**src/rtl/sttab_pkg.sv**
```systemverilog
`timescale 1ns / 1ps

package sttab_pkg;

  localparam int DepthDefault = 10;
  localparam int CntW         = 4;
  localparam int NameBytes    = 6;
  localparam int ScoreW       = 32;
  localparam int NameW        = 8 * NameBytes;
  localparam int StageW       = 8;
  localparam int LapW         = 8;
  localparam int ModeW        = 2;
  localparam int StatusW      = 2;

  localparam logic [ModeW-1:0] MODE_CHECK  = 2'd0;
  localparam logic [ModeW-1:0] MODE_INSERT = 2'd1;
  localparam logic [ModeW-1:0] MODE_READ   = 2'd2;

  localparam logic [StatusW-1:0] STATUS_OK       = 2'd0;
  localparam logic [StatusW-1:0] STATUS_BAD_SLOT = 2'd1;
  localparam logic [StatusW-1:0] STATUS_BAD_READ = 2'd2;

  typedef enum logic [2:0] {
    ST_IDLE,
    ST_CHK_RD,
    ST_CHK_CMP,
    ST_INS_RD,
    ST_INS_WR,
    ST_RD_WAIT
  } state_e;

  typedef struct packed {
    logic [ScoreW-1:0] score;
    logic [NameW-1:0]  name;
    logic [StageW-1:0] stage;
    logic [LapW-1:0]   lap;
  } entry_t;

  typedef struct packed {
    logic [CntW-1:0]    position;
    logic               ranked;
    logic [StatusW-1:0] status;
    logic [CntW-1:0]    entry_count;
    entry_t             entry;
  } result_t;

  // Keep name bytes up to the first zero byte, clear everything after it.
  function automatic logic [NameW-1:0] clean_name(input logic [NameW-1:0] raw);
    logic             keep;
    logic [NameW-1:0] kept;
    keep = 1'b1;
    kept = '0;
    for (int b = 0; b < NameBytes; b++) begin
      if (raw[8*b +: 8] == 8'h00) keep = 1'b0;
      if (keep) kept[8*b +: 8] = raw[8*b +: 8];
    end
    return kept;
  endfunction

endpackage

```
**src/rtl/sttab_ram.sv**
```systemverilog
`timescale 1ns / 1ps

module sttab_ram #(
  parameter int Width = 8,
  parameter int Depth = 16,
  localparam int AddrW = (Depth > 1) ? $clog2(Depth) : 1
) (
  input  logic             clk_i,
  input  logic             we_i,
  input  logic [AddrW-1:0] waddr_i,
  input  logic [Width-1:0] wdata_i,
  input  logic [AddrW-1:0] raddr_i,
  output logic [Width-1:0] rdata_o
);

  logic [Width-1:0] mem_q [Depth];
  logic [Width-1:0] rdata_q;

  always_ff @(posedge clk_i) begin
    if (we_i) mem_q[waddr_i] <= wdata_i;
    rdata_q <= mem_q[raddr_i];
  end

  assign rdata_o = rdata_q;

endmodule

```
**src/rtl/sorted_top_k_score_table_unit.sv**
```systemverilog
`timescale 1ns / 1ps

// Sorted top-K score table: up to DEPTH entries kept in descending score order.
// Command channel: a request (mode, score, name, stage, lap, slot) is taken at
// a rising edge where start_i is high and busy_o is low. busy_o stays high
// while the sequencer works on it; no further request is taken meanwhile.
// Result channel: result_valid_o is high for exactly one cycle, the cycle after
// the last busy cycle (or after the transfer when no busy cycle is needed), with
// every result field valid in that cycle. The receiver cannot stall; a result
// not taken in its strobe cycle is lost.
// Sequencing: entries live in one RAM with a registered read port and are
// visited one at a time through a single comparator. A check walks down from the
// top through CHK_RD and CHK_CMP for each entry examined; an insert moves entries
// down from the new last slot through INS_RD and INS_WR for each, then writes the
// new entry in INS_RD; a read waits in RD_WAIT for the RAM. A check of an empty
// table, a rejected or an unknown request needs no busy state. busy_o is low in
// the strobe cycle, and a new request may be started in it.
// Reset: the entry count clears at once, the sequencer returns to idle and no
// result is pending. The RAM is not cleared; entries beyond the count are never
// read, so no clearing pass is needed.

module sorted_top_k_score_table_unit #(
  parameter int DEPTH = sttab_pkg::DepthDefault
) (
  input  logic                            clk_i,
  input  logic                            rst_ni,
  input  logic                            start_i,
  output logic                            busy_o,
  input  logic [sttab_pkg::ModeW-1:0]     mode_i,
  input  logic [sttab_pkg::ScoreW-1:0]    new_score_i,
  input  logic [sttab_pkg::NameW-1:0]     player_name_i,
  input  logic [sttab_pkg::StageW-1:0]    stage_number_i,
  input  logic [sttab_pkg::LapW-1:0]      lap_number_i,
  input  logic [sttab_pkg::CntW-1:0]      slot_i,
  output logic                            result_valid_o,
  output logic [sttab_pkg::CntW-1:0]      position_o,
  output logic                            ranked_o,
  output logic [sttab_pkg::StatusW-1:0]   status_o,
  output logic [sttab_pkg::CntW-1:0]      entry_count_o,
  output logic [sttab_pkg::ScoreW-1:0]    read_score_o,
  output logic [sttab_pkg::NameW-1:0]     read_name_o,
  output logic [sttab_pkg::StageW-1:0]    read_stage_o,
  output logic [sttab_pkg::LapW-1:0]      read_lap_o
);

  localparam int CntW  = sttab_pkg::CntW;
  localparam int AddrW = (DEPTH > 1) ? $clog2(DEPTH) : 1;
  localparam int EntW  = $bits(sttab_pkg::entry_t);
  localparam logic [CntW-1:0] DepthC = CntW'(DEPTH);
  localparam logic [CntW-1:0] One    = CntW'(1);

  sttab_pkg::state_e  state_q, state_d;
  logic [CntW-1:0]    idx_q, idx_d;
  logic [CntW-1:0]    count_q, count_d;
  logic [CntW-1:0]    slot_q;
  sttab_pkg::entry_t  new_q;
  sttab_pkg::result_t res_q, res_d;
  logic               res_valid_q, res_valid_d;

  // RAM side
  logic                we;
  logic [CntW-1:0]     waddr_full, raddr_full;
  sttab_pkg::entry_t   wdata, rdata;
  logic [EntW-1:0]     rdata_raw;

  // Finishing values for the result of the current request
  logic                        fin;
  logic [CntW-1:0]             fin_pos;
  logic                        fin_ranked;
  logic [sttab_pkg::StatusW-1:0] fin_status;
  sttab_pkg::entry_t           fin_entry;

  logic accept;
  logic score_wins;

  assign accept     = start_i && (state_q == sttab_pkg::ST_IDLE);
  assign rdata      = sttab_pkg::entry_t'(rdata_raw);
  // The one shared comparator: new score against the entry just read.
  assign score_wins = new_q.score > rdata.score;

  sttab_ram #(
    .Width (EntW),
    .Depth (DEPTH)
  ) u_ram (
    .clk_i   (clk_i),
    .we_i    (we),
    .waddr_i (waddr_full[AddrW-1:0]),
    .wdata_i (wdata),
    .raddr_i (raddr_full[AddrW-1:0]),
    .rdata_o (rdata_raw)
  );

  // Capture the request; the name is cleaned on the way in.
  always_ff @(posedge clk_i) begin
    if (accept) begin
      new_q.score <= new_score_i;
      new_q.name  <= sttab_pkg::clean_name(player_name_i);
      new_q.stage <= stage_number_i;
      new_q.lap   <= lap_number_i;
      slot_q      <= slot_i;
    end
    res_q <= res_d;
  end

  always_ff @(posedge clk_i or negedge rst_ni) begin
    if (!rst_ni) begin
      state_q     <= sttab_pkg::ST_IDLE;
      idx_q       <= '0;
      count_q     <= '0;
      res_valid_q <= 1'b0;
    end else begin
      state_q     <= state_d;
      idx_q       <= idx_d;
      count_q     <= count_d;
      res_valid_q <= res_valid_d;
    end
  end

  always_comb begin
    state_d    = state_q;
    idx_d      = idx_q;
    count_d    = count_q;
    we         = 1'b0;
    waddr_full = idx_q;
    wdata      = rdata;
    raddr_full = idx_q;
    fin        = 1'b0;
    fin_pos    = DepthC;
    fin_ranked = 1'b0;
    fin_status = sttab_pkg::STATUS_OK;
    fin_entry  = '0;

    unique case (state_q)
      sttab_pkg::ST_IDLE: begin
        raddr_full = slot_i;
        if (start_i) begin
          case (mode_i)
            sttab_pkg::MODE_CHECK: begin
              if (count_q == '0) begin
                // Empty table: any score enters at the top
                fin        = 1'b1;
                fin_pos    = '0;
                fin_ranked = 1'b1;
              end else begin
                idx_d   = '0;
                state_d = sttab_pkg::ST_CHK_RD;
              end
            end
            sttab_pkg::MODE_INSERT: begin
              if (slot_i > count_q || slot_i >= DepthC) begin
                fin        = 1'b1;
                fin_status = sttab_pkg::STATUS_BAD_SLOT;
              end else begin
                // Start at the new last slot; a full table drops its tail
                idx_d   = (count_q < DepthC) ? count_q : DepthC - One;
                state_d = sttab_pkg::ST_INS_RD;
              end
            end
            sttab_pkg::MODE_READ: begin
              if (slot_i < count_q) begin
                state_d = sttab_pkg::ST_RD_WAIT;
              end else begin
                fin        = 1'b1;
                fin_status = sttab_pkg::STATUS_BAD_READ;
              end
            end
            default: begin
              fin = 1'b1;
            end
          endcase
        end
      end
      sttab_pkg::ST_CHK_RD: begin
        state_d = sttab_pkg::ST_CHK_CMP;
      end
      sttab_pkg::ST_CHK_CMP: begin
        if (score_wins) begin
          fin        = 1'b1;
          fin_pos    = idx_q;
          fin_ranked = 1'b1;
        end else if (idx_q + One >= count_q) begin
          // Past the last entry: rank at the end only if there is room
          fin = 1'b1;
          if (count_q < DepthC) begin
            fin_pos    = count_q;
            fin_ranked = 1'b1;
          end
        end else begin
          idx_d   = idx_q + One;
          state_d = sttab_pkg::ST_CHK_RD;
        end
      end
      sttab_pkg::ST_INS_RD: begin
        if (idx_q > slot_q) begin
          raddr_full = idx_q - One;
          state_d    = sttab_pkg::ST_INS_WR;
        end else begin
          we      = 1'b1;
          wdata   = new_q;
          count_d = (count_q < DepthC) ? count_q + One : count_q;
          fin     = 1'b1;
        end
      end
      sttab_pkg::ST_INS_WR: begin
        // Move the entry above down by one
        we      = 1'b1;
        wdata   = rdata;
        idx_d   = idx_q - One;
        state_d = sttab_pkg::ST_INS_RD;
      end
      sttab_pkg::ST_RD_WAIT: begin
        fin       = 1'b1;
        fin_entry = rdata;
      end
      default: begin
        state_d = sttab_pkg::ST_IDLE;
      end
    endcase

    if (fin) state_d = sttab_pkg::ST_IDLE;

    res_valid_d = fin;
    res_d       = res_q;
    if (fin) begin
      res_d.position    = fin_pos;
      res_d.ranked      = fin_ranked;
      res_d.status      = fin_status;
      res_d.entry_count = count_d;
      res_d.entry       = fin_entry;
    end
  end

  assign busy_o         = (state_q != sttab_pkg::ST_IDLE);
  assign result_valid_o = res_valid_q;
  assign position_o     = res_q.position;
  assign ranked_o       = res_q.ranked;
  assign status_o       = res_q.status;
  assign entry_count_o  = res_q.entry_count;
  assign read_score_o   = res_q.entry.score;
  assign read_name_o    = res_q.entry.name;
  assign read_stage_o   = res_q.entry.stage;
  assign read_lap_o     = res_q.entry.lap;

  // The table never holds more than DEPTH entries.
  a_count_bound: assert property (@(posedge clk_i) disable iff (!rst_ni)
    count_q <= DepthC)
    else $error("entry count beyond table depth");

  // A result comes only from a request that was started or in progress.
  a_result_origin: assert property (@(posedge clk_i) disable iff (!rst_ni)
    res_valid_q |-> $past(start_i || (state_q != sttab_pkg::ST_IDLE)))
    else $error("result strobe without a request");

  // The count only ever grows, by one, and only on a finishing insert.
  a_count_step: assert property (@(posedge clk_i) disable iff (!rst_ni)
    (count_q != $past(count_q)) |->
      (count_q == $past(count_q) + One) && res_valid_q)
    else $error("entry count changed unexpectedly");

  // A ranked check always names a slot inside the table.
  a_ranked_pos: assert property (@(posedge clk_i) disable iff (!rst_ni)
    (res_valid_q && res_q.ranked) |-> (res_q.position < DepthC))
    else $error("ranked result with position outside the table");

endmodule
```
**config.mk**
```make
export PLATFORM = sky130hd
export DESIGN_NAME = sorted_top_k_score_table_unit
export DESIGN_NICKNAME = d
export VERILOG_FILES = /design/src/rtl/sttab_pkg.sv /design/src/rtl/sttab_ram.sv /design/src/rtl/sorted_top_k_score_table_unit.sv
export SDC_FILE = /design/constraint.sdc
export NUM_CORES = 2
export LEC_CHECK = 0
export ABC_CLOCK_PERIOD_IN_PS = 15400
export BUFFER_PORTS_ARGS = -buffer_cell sky130_fd_sc_hd__buf_4
export CORE_UTILIZATION = 65
export DETAILED_ROUTE_END_ITERATION = 8
export PLACE_DENSITY = 0.83
export SETUP_SLACK_MARGIN = 0.05
export SLEW_MARGIN = 20
export SYNTH_ARGS = -nofsm -noshare
export SYNTH_HDL_FRONTEND = slang
export SYNTH_HIERARCHICAL = 1
export SYNTH_SLANG_ARGS = --single-unit
```
**constraint.sdc**
```tcl
create_clock -name clk_i -period 15.4 [get_ports clk_i]
set_input_delay 0 -clock clk_i [delete_from_list [all_inputs] [get_ports clk_i]]
set_output_delay 0 -clock clk_i [all_outputs]
set_load 0.01 [all_outputs]
```
Word-level counts from Yosys, hierarchy flattened:

Memories as Yosys holds them, arrays and structs flattened. A register that Yosys moved wholly into a read port is not among the register bits.
Index checks and enable logic that the tools add are counted.

* $add $sub $neg: 3
* order comparisons: 7
* equality and inequality tests: 22
* multiplexer cells: 65
* reductions and logical operators: 16

Operator list (count)
* two-way mux 96 bit: 2
* two-way mux 4 bit: 16
* zero test 8 bit: 6
* greater-than comparator 32 bit: 1
* two-way mux 1 bit: 27
* two-way mux 3 bit: 8
* case mux 4 bit (2 select lines): 3
* != test 3 bit, second input constant: 6
* case mux 3 bit (6 select lines): 1
* != test 4 bit, second input constant: 3
* case mux 4 bit (3 select lines): 1
* case mux 3 bit (3 select lines): 1
* AND reduction 9 bit: 1
* adder 4 x 1 -> 4 bit, second input constant: 2
* greater-than comparator 4 bit: 2
* != test 2 bit, second input constant: 4
* AND reduction 7 bit: 1
* == test 3 x 2 -> 1 bit, second input constant: 2
* == test 3 bit, second input constant: 2
* nonzero test 3 bit: 2
* != test 5 x 2 -> 1 bit, second input constant: 1
* >= comparator 4 bit: 1
* >= comparator 4 bit, second input constant: 1
* zero test 4 bit: 1
* other kinds (17): 18

* flip-flop bits (word level): 219
* memory bits (writable): 960
* bits of input ports: 105
* memories: 1

Memory list
* u_ram.mem_q: words 10, width 96, read ports 1, clocked after memory_dff 1, wr ports 1, RTL line sttab_ram.sv:16 `logic [Width-1:0] mem_q [Depth];`

Longest topological paths before layout:

* depth in word-level cells: 13
* gate-level depth with buffers: 15

By module:

The synthesis kept the hierarchy.

Modules (own cells, without submodules)
* sttab_ram: times used 1, cells each 2057, area an instance 39616.7 µm², sequential area each 30749.5 µm²
* sorted_top_k_score_table_unit: times used 1, cells each 952, area an instance 10606.4 µm², sequential area each 6516.2 µm²

Worst setup path before layout:

No wires, ideal clock.

* path type: reg-to-reg
* start: reg new_q[94] in the netlist's numbering
* end: reg res_valid_q, in the netlist result_valid_o
* library setup time: 0.907 ns
* arrival: 9.502 ns
* required time: 14.493 ns
* setup slack: 4.992 ns
* stages on the path, launching flop included: 7
* path buffers: 0
* clock period less this slack: 10.408 ns
* path through: edfxtp_1 > ha_1 > nand4_2 > or4_4 > a311o_2 > and3_2 > o21ai_0

* word-level cells in the longest chain between the ends: 3

RTL lines
* from (decl): RTL line sorted_top_k_score_table_unit.sv:56 `sttab_pkg::entry_t new_q;`
* greater-than comparator 32 bit: RTL line sorted_top_k_score_table_unit.sv:79 `assign score_wins = new_q.score > rdata.score;`
* two-way mux 1 bit: RTL line sorted_top_k_score_table_unit.sv:177 `if (score_wins) begin`
* case mux 1 bit (4 select lines): RTL line sorted_top_k_score_table_unit.sv:133 `unique case (state_q)`
* via fin: RTL line sorted_top_k_score_table_unit.sv:67 `logic fin;`
* to (signal assigned): RTL line sorted_top_k_score_table_unit.sv:115 `res_valid_q <= res_valid_d;`
* to (decl): RTL line sorted_top_k_score_table_unit.sv:58 `logic res_valid_q, res_valid_d;`

The timed path passes the listed nets, and every way through them passes these cells.
A chain may end at the register's enable or synchronous reset.

Worst setup path after layout:

* start: reg idx_q[1]
* end: reg u_ram.rdata_q[15], in the netlist u_ram/rdata_o[15] (read register of u_ram.mem_q)

* word-level cells in the longest chain between the ends: 3
* elaborated cells on any way between the ends: 4

RTL lines
* from (decl): RTL line sorted_top_k_score_table_unit.sv:53 `logic [CntW-1:0] idx_q, idx_d;`
* from (signal assigned): RTL line sorted_top_k_score_table_unit.sv:113 `idx_q <= idx_d;`
* greater-than comparator 4 bit: RTL line sorted_top_k_score_table_unit.sv:194 `if (idx_q > slot_q) begin`
* two-way mux 4 bit: RTL line sorted_top_k_score_table_unit.sv:194
* case mux 4 bit (2 select lines): RTL line sorted_top_k_score_table_unit.sv:133
* via raddr_full[0]: RTL line sorted_top_k_score_table_unit.sv:62 `logic [CntW-1:0] waddr_full, raddr_full;`
* to (decl): RTL line sttab_ram.sv:17 `logic [Width-1:0] rdata_q;`

The timed path passes the listed nets, and every way through them passes these cells.

==> metrics.md <==
| Metric | Value |
|---|---|
| Tightest Pin Transition | 1.14 ns |
| Drt pass-1 iters | 5 |
| Ys flop type | edfxtp_1 |
| CTS hold repair buffers | 105 |
| Run status | finished, final reports clean |
| Final critical-path share of the clock period | about two fifths |
| Die width | between 200 and 300 µm |
| Fraction of layout instances using a drive strength above 1 | approximately a quarter |
| Synth top cells by count | 1167 x edfxtp_1, 344 x nand2_1, 288 x mux2_2 |
| Cell chain of the critical path | ha_1, nor2b_1, o21a_1, o21a_1, o211ai_1, and2_1, a221o_4, buf_12, buf_16, buf_4, mux2_2, o22ai_1, o31ai_2 |
| Final Max Slew Viols | 0 |
| CP Capture Type | register |
| Initial antenna violation count | 0 |
| CTS sink cnt | 1275 |
| IO Count | 214 |
| Fin Setup TNS | 0 ns |
| Final Critical Period | around 5.9 ns |
| Core area | 76200 µm² |
| Fill cells | approximately 4000 |
| Worst Hold Class | in2reg |
| DP HPWL | 59.2 mm |
| Post-synth EDFFs | around 1200 |
| Routability Congestion | 0.885 |
| Worst Skew | approximately 0.036 ns |
| Final hold vios | 0 |
| Ys Warns | 6 |
| Residual DRC | 0 |
| TritonCTS clock tree | yes |
| Starting Density | about two thirds |
| Overflow after GRT | 0 |
| DR WL/cell | ~26 µm |
| Unrepaired setup endpoints after global routing | no |
| Vias in the first global route | between 20000 and 30000 |
| Util after Layout | about three quarters |
| Peak VDD IR | 0.153 mV |
| Die Span Y | ~280 µm |
| Slew HR | between 20% and 30% |
| Setup Viol. Count Final | 0 |
| Post-Syn Nets | between 3000 and 4000 |
| Fin area | 57800 µm² |
| Syn-to-layout area delta | 15.2% |
| Most common cell in the netlist | edfxtp_1 |
| Fmax | ~170 MHz |
| Async S/R FF share, synth | 0.941% |
| Clock H-tree levels | 3 |
| Cell repeated most along the worst path | o21a_1 |
| Syn avg cell area | ~17 µm² |
| Die area | around 80000 µm² |
| Synth Register Bits | 1275 |
| Largest net degree at the start of global routing | about 190 |
| Critical path peak fanout | approximately 130 |
| Final wirelength | between 100 and 150 mm |
| Leakage power | 0.0202 µW |
| Clock root cell | clkbuf_16 |
| Routed vias | between 20000 and 30000 |
| Power Dens Cells | 199 nW/µm² |
| Sequential element share of the synthesized area | 74.2% |
| CP peak stage delay | ~0.88 ns |
| Max cap viols | 0 |
| Gate count of the mapped netlist | 3009 |
| Clock latency on the worst-skew pair | ~0.69 ns |
| Fin Hold WS | 0.0309 ns |
| Port-buffer cells | around 210 |
| Largest area contributor in the netlist | edfxtp_1 |
| Mapped cell area | between 50000 and 60000 µm² |
| Worst EP arrival | ~6.5 ns |
| Post-CTS setup buffers | 0 |
| Nets | between 3000 and 4000 |
| DP Area | about 53000 µm² |
| Row cnt | between 100 and 150 |
| Via density | roughly 6.3 |
| Total global routing track utilization | between 20 and 30% |
| Distinct cells, synth | 70 |
| CP required | 15.93 ns |
| R2R setup slack | between 9 and 10 ns |
| CP max-delay cell | buf_4 |
| Count of cells resized by post-cts repair | 0 |
| TritonCTS Buffers | between 100 and 150 |
| Drt initial violations | 3293 |
| Crit path kind | reg2reg |
| Power consumption | 11500 µW |
| Global-route wire length before repair | 173 mm |
| Share of the synthesized area in the top cell type | between 60% and 70% |
| Clock transition at path regs | approximately 0.070 ns |
| Synth top area cells | edfxtp_1 70%, mux2_2 6.5%, dfxtp_1 3.8%, mux2i_1 3.8%, nand2_1 2.6% |
| Final ANT Viol Nets | 0 |
| Startpoint Class | register |
| Maximum root-to-sink buffer count | 3 |
## power breakdown
| group | leakage, µW | internal [µW] | switching [µW] |
|---|---|---|---|
| sequential | 0.0116 | 4770 | 231 |
| combinational | 0.00672 | 1330 | 2220 |
| clock | 0.00191 | 1690 | 1250 |
## kinds of logic after synthesis
kind of cell | after synthesis | share of synthesized area [%]
XOR/XNOR | 2 | 0.0349
buffers and inverters | 215 | 2.01
AO/OA/AOI/OAI | 408 | 6.76
AND/OR/NAND/NOR | 573 | 5.32
multiplexers | 481 | 10.3
adder cells (fa/ha/maj) | 55 | 1.37
flip-flops | 1275 | 74.2
## final timing paths
path / from / end / cells past startpoint
hold reg to reg: u_ram/rdata_o[82] / read_score_o[18] / 1
hold / removal: new_score_i[20] / new_q[84] / 2
setup reg to reg: idx_q[1] / u_ram/rdata_o[15] / 13
setup / recovery: idx_q[1] / u_ram/rdata_o[15] / 13
min in group asynchronous: rst_ni / result_valid_o / 3
max in group asynchronous: rst_ni / idx_q[1] / 3
## cell type report
cell class,instances,area (µm²),share of cell area (%)
diodes,1,2.50,0.00433
multi-input cells,1519,12100,20.9
well taps,1030,1290,2.23
repair buffers,360,3060,5.30
clock buffers,155,3260,5.64
flip-flops and latches,1275,37300,64.4
inverters,51,191,0.331
clock inverters,64,658,1.14
## critical path, delay by kind of cell, from the launching register on
family / cells / cell delay (ns)
fa+ha+maj: 1 / 0.33
compound gates: 6 / 1.98
flops: 1 / 0.62
simple gates: 2 / 0.45
buf+inv: 3 / 1.82
mux: 1 / 0.43
## layout by cell type (no fill, tap or decap), types with 11 or more instances in the layout
cell           count
dlygate4sd3_1    105
edfxtp_1        1167
inv_1             51
o21ai_1           11
clkbuf_1          21
bufinv_16         12
o21ai_0           36
clkbuf_8          15
dfrtp_1           12
clkinv_1          20
buf_4            249
mux2_2           288
dfxtp_1           96
and2_1           138
a22o_1            96
ha_1              55
clkbuf_16        119
nand2_1          342
o22ai_1           98
clkinv_2          20
o31ai_2           88
nor2_1            19
a21oi_1           23
mux2i_1          192
## through the flow
step           instances  worst slack (ns)
2_1_floorplan       3009              4.99
3_3_place_gp        4127              9.95
3_5_place_dp        4127              9.61
4_1_cts             4451              9.57
5_1_grt             4454              9.20
6_report            4455              9.45
## sequential cells by signal (all words and copies together), names as in the netlist
signal and flops:
read_stage_o 8, new_q 96, entry_count_o 4, u_ram/mem_q 960, result_valid_o 1, read_score_o 32
idx_q 4, status_o 2, state_q 3, ranked_o 1, u_ram/rdata_o 96, position_o 4
slot_q 4, read_lap_o 8, read_name_o 48, count_q 4
## metal layers
layer | global-route usage (%) | vias to the layer above | part of all wire (%)
li1 | - | 12200 | -
met1 | 39.4 | 14100 | 38
met2 | 50.3 | 1698 | 50
met3 | 3.87 | 264 | 8.5
met4 | 11.4 | 0 | 3.2
met5 | 0 | - | 0
Power figures use the tool's default switching activity.
